$ cat src/rtl/slq_pkg.sv
package slq_pkg;

	localparam int DATA_W    = 32;
	localparam int DEPTH_DEF = 16;
	localparam int COUNT_W   = 5;

	// item actions
	typedef enum logic [1:0] {
		ACT_APPEND  = 2'd0,
		ACT_SORTED  = 2'd1,
		ACT_DELVAL  = 2'd2,
		ACT_DELHEAD = 2'd3
	} action_t;

	// result status codes
	typedef enum logic [1:0] {
		ST_OK      = 2'd0,
		ST_FULL    = 2'd1,
		ST_EMPTY   = 2'd2,
		ST_MISSING = 2'd3
	} status_t;

	// token traveling along the cell row
	typedef struct packed {
		logic                     tok;
		logic                     shift;
		logic signed [DATA_W-1:0] carry;
	} link_t;

	// operation broadcast to every cell
	typedef struct packed {
		logic ins;
		logic sorted;
	} op_t;

	// per-cell completion report
	typedef struct packed {
		logic done;
		logic found;
	} stat_t;

endpackage

$ cat src/rtl/slq_if.sv
interface slq_req_if;
	logic                             valid;
	logic                             ready;
	logic [1:0]                       action;
	logic signed [slq_pkg::DATA_W-1:0] value;

	modport source (output valid, output action, output value, input ready);
	modport sink (input valid, input action, input value, output ready);
endinterface

interface slq_rsp_if;
	logic                              valid;
	logic                              ready;
	logic [1:0]                        status;
	logic [slq_pkg::COUNT_W-1:0]       count;
	logic                              head_valid;
	logic signed [slq_pkg::DATA_W-1:0] head_value;

	modport source (output valid, output status, output count, output head_valid,
		output head_value, input ready);
	modport sink (input valid, input status, input count, input head_valid,
		input head_value, output ready);
endinterface

$ cat src/rtl/sorted_list_queue.sv
// a rejected item (full or empty) goes straight to the result word; any other item
// sends a token along the cell row, and a delete on a full list has its token leave
// the row at the last cell
// throughput: one item at a time, set by the token walk along the cell row;
// a result word waiting on the output does not block the next accept
// reset: arst_n clears the entry count, the token and the control state, not the entries
module sorted_list_queue #(
	parameter int DEPTH = slq_pkg::DEPTH_DEF
) (
	input  logic       clk,
	input  logic       arst_n,
	slq_req_if.sink    req,
	slq_rsp_if.source  rsp
);

	localparam int CntW = $clog2(DEPTH + 1);

	typedef enum logic [2:0] {
		S_IDLE   = 3'b001,
		S_SWEEP  = 3'b010,
		S_REPORT = 3'b100
	} state_t;

	state_t                            state_q;
	logic [CntW-1:0]                   fill_q;
	slq_pkg::op_t                      op_q;
	slq_pkg::status_t                  pend_q;
	logic                              rsp_valid_q;
	slq_pkg::status_t                  rsp_status_q;
	logic [slq_pkg::COUNT_W-1:0]       rsp_count_q;
	logic                              rsp_head_valid_q;
	logic signed [slq_pkg::DATA_W-1:0] rsp_head_value_q;

	slq_pkg::link_t                    links [DEPTH+1];
	slq_pkg::stat_t                    cell_stat [DEPTH];
	logic signed [slq_pkg::DATA_W-1:0] cell_val [DEPTH];

	logic                              accept;
	logic                              is_ins;
	logic                              full;
	logic                              empty;
	logic                              sweep_done;
	logic                              sweep_found;
	logic                              load_rsp;
	logic [CntW+slq_pkg::COUNT_W-1:0]  fill_ext;

	assign req.ready = (state_q == S_IDLE);
	assign accept    = req.valid && req.ready;
	assign is_ins    = (req.action == slq_pkg::ACT_APPEND) || (req.action == slq_pkg::ACT_SORTED);
	assign full      = (fill_q == CntW'(DEPTH));
	assign empty     = (fill_q == '0);
	assign load_rsp  = (state_q == S_REPORT) && (!rsp_valid_q || rsp.ready);

	// token injection into the first cell
	assign links[0].tok   = accept && (is_ins ? !full : !empty);
	assign links[0].shift = (req.action == slq_pkg::ACT_DELHEAD);
	assign links[0].carry = req.value;

	// row of cells
	for (genvar i = 0; i < DEPTH; i++) begin : g_cell
		logic                              occ;
		logic signed [slq_pkg::DATA_W-1:0] right_val;

		assign occ = (fill_q > CntW'(i));
		if (i == DEPTH - 1) begin : g_last
			assign right_val = '0;
		end else begin : g_mid
			assign right_val = cell_val[i+1];
		end

		slq_cell u_cell (
			.clk       (clk),
			.arst_n    (arst_n),
			.link_i    (links[i]),
			.link_o    (links[i+1]),
			.op        (op_q),
			.occ       (occ),
			.right_val (right_val),
			.val_o     (cell_val[i]),
			.stat_o    (cell_stat[i])
		);
	end

	// collect completion from the row, or the token falling off the end
	always_comb begin
		sweep_done  = links[DEPTH].tok;
		sweep_found = links[DEPTH].tok && links[DEPTH].shift;
		for (int i = 0; i < DEPTH; i++) begin
			sweep_done  = sweep_done | cell_stat[i].done;
			sweep_found = sweep_found | (cell_stat[i].done & cell_stat[i].found);
		end
	end

	// control sequencer and entry count
	always_ff @(posedge clk or negedge arst_n) begin
		if (!arst_n) begin
			state_q <= S_IDLE;
			fill_q  <= '0;
		end else begin
			unique case (state_q)
				S_IDLE: begin
					if (accept) begin
						if ((is_ins && full) || (!is_ins && empty)) begin
							state_q <= S_REPORT;
						end else begin
							state_q <= S_SWEEP;
						end
					end
				end
				S_SWEEP: begin
					if (sweep_done) begin
						state_q <= S_REPORT;
						if (sweep_found) begin
							fill_q <= op_q.ins ? fill_q + CntW'(1) : fill_q - CntW'(1);
						end
					end
				end
				S_REPORT: begin
					if (load_rsp) begin
						state_q <= S_IDLE;
					end
				end
				default: begin
					state_q <= S_IDLE;
				end
			endcase
		end
	end

	// operation and pending status
	always_ff @(posedge clk) begin
		if (accept) begin
			op_q.ins    <= is_ins;
			op_q.sorted <= (req.action == slq_pkg::ACT_SORTED);
			if (is_ins && full) begin
				pend_q <= slq_pkg::ST_FULL;
			end else if (!is_ins && empty) begin
				pend_q <= slq_pkg::ST_EMPTY;
			end else begin
				pend_q <= slq_pkg::ST_OK;
			end
		end else if ((state_q == S_SWEEP) && sweep_done && !op_q.ins && !sweep_found) begin
			pend_q <= slq_pkg::ST_MISSING;
		end
	end

	// result word register
	always_ff @(posedge clk or negedge arst_n) begin
		if (!arst_n) begin
			rsp_valid_q <= 1'b0;
		end else if (load_rsp) begin
			rsp_valid_q <= 1'b1;
		end else if (rsp.ready) begin
			rsp_valid_q <= 1'b0;
		end
	end

	assign fill_ext = (CntW + slq_pkg::COUNT_W)'(fill_q);

	always_ff @(posedge clk) begin
		if (load_rsp) begin
			rsp_status_q     <= pend_q;
			rsp_count_q      <= fill_ext[slq_pkg::COUNT_W-1:0];
			rsp_head_valid_q <= !empty;
			rsp_head_value_q <= empty ? '0 : cell_val[0];
		end
	end

	assign rsp.valid      = rsp_valid_q;
	assign rsp.status     = rsp_status_q;
	assign rsp.count      = rsp_count_q;
	assign rsp.head_valid = rsp_head_valid_q;
	assign rsp.head_value = rsp_head_value_q;

endmodule

$ cat src/rtl/slq_cell.sv
module slq_cell (
	input  logic                              clk,
	input  logic                              arst_n,
	input  slq_pkg::link_t                    link_i,
	output slq_pkg::link_t                    link_o,
	input  slq_pkg::op_t                      op,
	input  logic                              occ,
	input  logic signed [slq_pkg::DATA_W-1:0] right_val,
	output logic signed [slq_pkg::DATA_W-1:0] val_o,
	output slq_pkg::stat_t                    stat_o
);

	logic                              tok_q;
	logic                              shift_q;
	logic signed [slq_pkg::DATA_W-1:0] carry_q;
	logic signed [slq_pkg::DATA_W-1:0] val_q;
	logic signed [slq_pkg::DATA_W-1:0] val_d;
	logic                              done;

	// token presence
	always_ff @(posedge clk or negedge arst_n) begin
		if (!arst_n) begin
			tok_q <= 1'b0;
		end else begin
			tok_q <= link_i.tok;
		end
	end

	// carried word and entry value
	always_ff @(posedge clk) begin
		if (link_i.tok) begin
			shift_q <= link_i.shift;
			carry_q <= link_i.carry;
		end
		val_q <= val_d;
	end

	// local step while the token sits here
	always_comb begin
		val_d        = val_q;
		done         = 1'b0;
		stat_o       = '0;
		link_o.shift = shift_q;
		link_o.carry = carry_q;
		if (tok_q) begin
			if (op.ins) begin
				if (!occ) begin
					// first free slot takes whatever is carried
					val_d        = carry_q;
					done         = 1'b1;
					stat_o.found = 1'b1;
				end else if (shift_q || (op.sorted && (val_q > carry_q))) begin
					val_d        = carry_q;
					link_o.carry = val_q;
					link_o.shift = 1'b1;
				end
			end else begin
				if (!occ) begin
					done         = 1'b1;
					stat_o.found = shift_q;
				end else if (shift_q || (val_q == carry_q)) begin
					// close the gap by pulling from the right
					val_d        = right_val;
					link_o.shift = 1'b1;
				end
			end
		end
		stat_o.done = done;
		link_o.tok  = tok_q && !done;
	end

	assign val_o = val_q;

endmodule

$ cat src/flat_wrapper.sv
// flat-port wrapper written by rule: the top's interface ports become plain ports
module sorted_list_queue_flat 
#(
	parameter int DEPTH = slq_pkg::DEPTH_DEF
)
  (clk, arst_n, req_valid, req_action, req_value, req_ready, rsp_valid, rsp_status, rsp_count, rsp_head_valid, rsp_head_value, rsp_ready);
  slq_req_if req_i ();
  slq_rsp_if rsp_i ();
  input  logic clk;
  input  logic arst_n;
  input wire logic [$bits(req_i.valid)-1:0] req_valid;
  input wire logic [$bits(req_i.action)-1:0] req_action;
  input wire logic [$bits(req_i.value)-1:0] req_value;
  output wire logic [$bits(req_i.ready)-1:0] req_ready;
  output wire logic [$bits(rsp_i.valid)-1:0] rsp_valid;
  output wire logic [$bits(rsp_i.status)-1:0] rsp_status;
  output wire logic [$bits(rsp_i.count)-1:0] rsp_count;
  output wire logic [$bits(rsp_i.head_valid)-1:0] rsp_head_valid;
  output wire logic [$bits(rsp_i.head_value)-1:0] rsp_head_value;
  input wire logic [$bits(rsp_i.ready)-1:0] rsp_ready;
  assign req_i.valid = req_valid;
  assign req_i.action = req_action;
  assign req_i.value = req_value;
  assign req_ready = req_i.ready;
  assign rsp_valid = rsp_i.valid;
  assign rsp_status = rsp_i.status;
  assign rsp_count = rsp_i.count;
  assign rsp_head_valid = rsp_i.head_valid;
  assign rsp_head_value = rsp_i.head_value;
  assign rsp_i.ready = rsp_ready;
  sorted_list_queue #(.DEPTH(DEPTH)) u_core (.clk(clk), .arst_n(arst_n), .req(req_i), .rsp(rsp_i));
endmodule
$ cat config.mk
export PLATFORM = sky130hd
export DESIGN_NAME = sorted_list_queue_flat
export DESIGN_NICKNAME = d
export VERILOG_FILES = /design/src/rtl/slq_pkg.sv /design/src/rtl/slq_if.sv /design/src/rtl/sorted_list_queue.sv /design/src/rtl/slq_cell.sv /design/src/flat_wrapper.sv
export SDC_FILE = /design/constraint.sdc
export NUM_CORES = 2
export LEC_CHECK = 0
export BUFFER_PORTS_ARGS = -buffer_cell sky130_fd_sc_hd__buf_2
export CORE_MARGIN = 1
export CORE_UTILIZATION = 50
export CTS_BUF_LIST = sky130_fd_sc_hd__clkbuf_8
export CTS_CLUSTER_SIZE = 14
export DETAILED_ROUTE_END_ITERATION = 12
export PLACE_DENSITY_LB_ADDON = 0.08
export SLEW_MARGIN = 20
export SYNTH_ARGS = -nofsm -noshare
export SYNTH_HDL_FRONTEND = slang
export SYNTH_HIERARCHICAL = 1
export SYNTH_SLANG_ARGS = --single-unit
$ cat constraint.sdc
create_clock -name clk -period 4.85 [get_ports clk]
set_input_delay 0.2425 -clock clk [delete_from_list [all_inputs] [get_ports clk]]
set_output_delay 0.2425 -clock clk [all_outputs]
set_load 0.1 [all_outputs]
======== Yosys cells after proc, flatten, opt, wreduce, memory -nomap -nowiden ========
Cells that the tools add are included.
word-level totals
  register bits ........................... 1109
  bits of input ports ..................... 38
  output and inout bits ................... 42
  logic and storage cells ................. 634
operators by class
  add/sub/neg operators ................... 2
  $lt $le $gt $ge ......................... 32
  eq/ne operators ......................... 41
  muxes and demuxes ....................... 285
  bitwise gates (word level) .............. 48
  reduce and logical (&&, ||, !) cells .... 152
operators with widths
  cell                 number
  $mux 32              96
  $mux 33              48
  $eq 32x32->1         16
  $gt 32x32->1         16
  $mux 1               131
  $reduce_bool 2->1    34
  $reduce_and 4->1     16
  $ne 3x3->1 const B   16
  $logic_and 1x1->1    41
  $gt 5x4->1 const B   8
  $logic_or 1x1->1     35
  $or 1x1->1           32
  $logic_not 1->1      22
  $gt 5x3->1 const B   4
  $and 1x1->1          16
  $mux 3               4
  $gt 5x1->1 const B   2
  $gt 5x2->1 const B   2
  $pmux 3 s3           1
  $mux 2               4
  $reduce_and 3->1     2
  $add 5x1->5 const B  1
  $eq 5x5->1 const B   1
  $logic_not 5->1      1
  10 further kinds     11

======== Longest topological paths before layout ========
  depth in word-level cells ............... 28
  mapped depth ............................ 14
  depth with buffers taken out ............ 14

======== By module ========
Netlist, hierarchy kept.
modules (own cells, without submodules)
  module                                   instances  cells each  area each (µm²)  sequential area each (µm²)
  slq_cell at u_core.g_cell[0].u_cell ...  15         271         3839.9           1976.9
  slq_cell at u_core.g_cell[9].u_cell      1          271         3714.8           1976.9
  sorted_list_queue                        1          195         2448.6           1547.7

======== Worst setup path before layout ========
Ideal clock, no wire load.
  path kind ............................... register to register
  start ................................... reg u_core.fill_q[0]
  end ..................................... reg u_core/g_cell[1].u_cell/carry_q[10] (netlist name) (data pin)
  library setup time ...................... 0.260 ns
  arrival ................................. 3.170 ns
  data required time ...................... 4.590 ns
  slack ................................... 1.420 ns
  cell stages (with the launch flop) ...... 10
  path buffers ............................ 2
  period minus slack after synthesis ...... 3.430 ns
  cell sequence ........................... dfrtp_1 inv_1 ha_1 nand2_1 clkbuf_1 and2_1 nand2_1 a21oi_4 buf_12 mux2_4
RTL lines
  what                    RTL line                  text
  from (decl)             sorted_list_queue.sv:25   logic [CntW-1:0] fill_q;
  from (signal assigned)  sorted_list_queue.sv:114  fill_q <= op_q.ins ? fill_q + CntW'(1) : fill_q - CntW'(1);
  to (signal assigned)    slq_cell.sv:33            carry_q <= link_i.carry;
  to (decl)               slq_cell.sv:15            logic signed [slq_pkg::DATA_W-1:0] carry_q;

==> impl_metrics.sql <==
INSERT INTO impl_metrics (metric_group, metric, value, unit) VALUES
('status', 'status', 'completed', ''),
('floorplan', 'number_of_rows_created_at_floorplan', '130', ''),
('grt', 'antenna_found_initial', '5', ''),
('cells_and_area', 'finalNonFillerCells', '6621', ''),
('sta', 'setup_viol', '0', ''),
('drt', 'drt-initial-drc-count', '2192', ''),
('setup_path', 'path_max_fanout', '5', ''),
('pwr', 'clock_power_share', '0.407', ''),
('setup_path', 'critical_path_buf_inv_count', '0', ''),
('sta', 'maxSlewHeadroom', '0.293', ''),
('sta', 'number_of_slew_limit_violations_in_the_final_report', '0', ''),
('pwr', 'power.combinational.fraction', '0.070', ''),
('setup_path', 'critical_path_arrival', '4.37', 'ns'),
('sta', 'clock-skew-final', '0.0309', 'ns'),
('grt', 'grt.total_usage', '0.231', ''),
('grt', 'largest_net_degree_at_the_start_of_global_routing', '79', ''),
('sta', 'timing.final.crit_period', '3.80', 'ns'),
('logic_synthesis', 'post_synth_instance_area', '63200', 'um^2'),
('setup_path', 'critical_path_cell_count', '13', ''),
('floorplan', 'design.portCount', '80', ''),
('sta', 'tns', '0', 'ns'),
('sta', 'post-route-period-util', '0.783', ''),
('setup_path', 'path_cells', 'ha_1 > nand4_1 > nor4b_2 > a31oi_1 > or2b_1 > o32a_1 > nand2_1 > o22a_1 > a22oi_2 > nand3_1 > a2111oi_4 > nand2b_1 > o21ai_1', ''),
('setup_path', 'timing.setup.critical_path_class', 'reg2reg', ''),
('min_path', 'hold_path.class', 'in2reg', ''),
('placed_design', 'number_of_port_buffers', '79', ''),
('setup_path', 'crit_path_capture_type', 'flop', ''),
('setup_path', 'crit_family', 'compound AO/OA/AOI/OAI gates', ''),
('placed_design', 'dp.final_hpwl', '107000', 'um'),
('grt', 'first_global_vias', '37200', ''),
('setup_path', 'max_stage_delay', '0.52', 'ns'),
('cells_and_area', 'post_route_cells_drive_above_1_share', '0.305', ''),
('floorplan', 'fp.dieArea', '128000', 'um^2'),
('setup_path', 'timing.rr.end', 'u_core/pend_q[1]', ''),
('drt', 'vias_per_cell', '5.50', ''),
('setup_path', 'critical-path-slowest-cell', 'sky130_fd_sc_hd__nor4b_2', ''),
('clock_network', 'cts.sink_count', '1109', ''),
('drt', 'wl_per_cell', '22.2', 'um'),
('clock_network', 'tritoncts.num_buffers', '194', ''),
('floorplan', 'die_height', '358', 'um'),
('drt', 'firstDrtPassIters', '7', ''),
('pwr', 'proportion_of_power_drawn_by_flip_flops_and_latches', '0.523', ''),
('pwr', 'total_switching_power', '4.90', 'mW'),
('clock_network', 'tritoncts', 'built', ''),
('logic_synthesis', 'cell_count_after_synthesis', '4495', ''),
('setup_path', 'cp.required', '5.42', 'ns'),
('floorplan', 'design.core.area', '126000', 'um^2'),
('clock_network', 'cts-root-to-sink-buffers', '3', ''),
('clock_network', 'clk_latency', '0.90', 'ns'),
('cells_and_area', 'area_growth', '10.2', '%'),
('sta', 'tightestPinTransition', '1.06', 'ns'),
('pwr', 'power.switching_fraction', '0.240', ''),
('setup_path', 'critical_path.startpoint_type', 'flop', ''),
('min_path', 'worst_hold_path.num_cells', '3', ''),
('setup_path', 'reg2reg_from', 'u_core/g_cell[15].u_cell/val_o[14]', ''),
('clock_network', 'clock-root-buffer', 'sky130_fd_sc_hd__clkbuf_8', ''),
('grt', 'grt-ovfl-total', '0', ''),
('placed_design', 'finalWeightedCongestion', '0.844', ''),
('logic_synthesis', 'yosys_warnings', '6', ''),
('sta', 'max_freq', '0.263', 'GHz'),
('pwr', 'power.leakage', '28.1', 'nW'),
('pwr', 'cellInternalPower', '15.5', 'mW'),
('logic_synthesis', 'syn-mean-instance-area', '14.1', 'um^2'),
('drt', 'antenna_left', '0', ''),
('placed_design', 'place_inst', '6193', ''),
('floorplan', 'die_w', '358', 'um'),
('floorplan', 'initial_utilization', '0.503', ''),
('drt', 'wl', '147000', 'um'),
('drt', 'routed-via-count', '36400', ''),
('sta', 'report.final.hold_viol_count', '0', ''),
('grt', 'global_route_wire_length_before_repair', '226000', 'um'),
('clock_network', 'clk_transition_reported_paths', '0.06', 'ns'),
('min_path', 'hold_path_end', 'u_core/op_q[0]', ''),
('pwr', 'power.density', '293', 'nW/um^2'),
('sta', 'rsz_0062_raised_after_global_routing', 'no', ''),
('flow_run', 'maxCapViolCount', '0', ''),
('cells_and_area', 'num-fill-cells', '10400', ''),
('min_path', 'hold_path_startpoint', 'req_action[0]', ''),
('setup_path', 'reg2regPathDepth', '13', ''),
('cells_and_area', 'design.final.nets', '5367', ''),
('pwr', 'vdd_drop_max', '239', 'uV'),
('drt', 'drcViolationCount', '0', ''),
('setup_path', 'ff2ff_setup_slack', '1.05', 'ns'),
('clock_network', 'cts_max_level', '4', '');
sequential cells by signal, indices dropped and copies added (netlist names):
register / flops
u_core/rsp.head_valid: 1
u_core/state_q: 3
u_core/op_q: 2
u_core/rsp.status: 2
u_core/g_cell.u_cell/carry_q: 512
u_core/rsp.head_value: 32
u_core/g_cell.u_cell/tok_q: 16
u_core/g_cell.u_cell/shift_q: 16
u_core/rsp.valid: 1
u_core/g_cell.u_cell/val_o: 512
u_core/pend_q: 2
u_core/fill_q: 5
u_core/rsp.count: 5
worst min-delay path, delay by kind of cell:
family	cells	cell delay, ns
simple gates	1	0.11
buf+inv	2	0.63
placed cells by master (no fill, tap or decap), drive strengths merged, types with 50 or more instances in the layout:
cell type and instances:
a21oi 225, and2 50, buf 149, clkbuf 205, clkinv 69, dlygate4sd3 71, edfxtp 1084, ha 518
inv 649, mux2 993, nand2 239, nand3 52, nand4 82, nor2 58, o21ai 76
layout make-up:
cell class | instances | area (um^2) | area share
diodes | 1 | 2.50 | 0.0000359
clock buffers | 205 | 2820 | 0.0405
clock inverters | 150 | 856 | 0.0123
inverters | 582 | 2180 | 0.0314
multi-input cells | 2704 | 26700 | 0.383
flip-flops and latches | 1109 | 33200 | 0.476
well taps | 1650 | 2060 | 0.0296
repair buffers | 220 | 1840 | 0.0264
per-stage QoR:
| step | power [mW] | setup WS, ns | instance area [um^2] | util | hold WS, ns |
|---|---|---|---|---|---|
| after floorplan | 11.9 | 1.42 | 63300 | - | -0.0531 |
| after global routing | 21.2 | 0.825 | 69600 | 0.555 | 0.167 |
| final | 20.4 | 1.05 | 69600 | 0.555 | 0.203 |
| after detailed placement | 12.3 | 1.08 | 65200 | 0.519 | 0.314 |
| after global placement | 12.2 | 1.08 | 65200 | 0.519 | 0.303 |
| after CTS | 20.7 | 1.05 | 69600 | 0.555 | 0.0981 |
how the worst max path moves through the flow:
stage | endpoint | slack, ns | start
after floorplan | u_core/g_cell[1].u_cell/carry_q[10] | 1.42 | u_core/fill_q[0]
after global placement | u_core/g_cell[3].u_cell/val_o[9] | 1.08 | u_core/g_cell[3].u_cell/val_o[11]
after CTS | u_core/g_cell[3].u_cell/val_o[7] | 1.05 | u_core/g_cell[3].u_cell/carry_q[11]
after detailed placement | u_core/g_cell[3].u_cell/val_o[9] | 1.08 | u_core/g_cell[3].u_cell/carry_q[11]
after global routing | u_core/pend_q[1] | 0.83 | u_core/fill_q[2]
final | u_core/pend_q[1] | 1.05 | u_core/g_cell[15].u_cell/val_o[14]
power groups by stage:
| stage | registers [mW] | logic [mW] | clock network [mW] |
|---|---|---|---|
| 3_5_place_dp | 10.9 | 1.39 | 0 |
| 3_3_place_gp | 10.9 | 1.38 | 0 |
| 2_1_floorplan | 10.9 | 0.998 | 0 |
| 5_1_grt | 10.7 | 1.53 | 8.99 |
| 4_1_cts | 10.7 | 1.44 | 8.59 |
| 6_report | 10.7 | 1.44 | 8.30 |
layer usage:
metal | global-route usage | part of all wire
met1 | 0.294 | 0.43
met2 | 0.410 | 0.52
met3 | 0.0325 | 0.032
met4 | 0.0644 | 0.020
met5 | 0 | 0
repair_timing:
action	in CTS	in global routing
setup endpoints to repair	0	0
hold endpoints to repair	69	0
hold buffers	72	0
buffers inserted	0	0
gates resized for setup	0	0
Note: power is estimated with default switching activity, not from simulation.
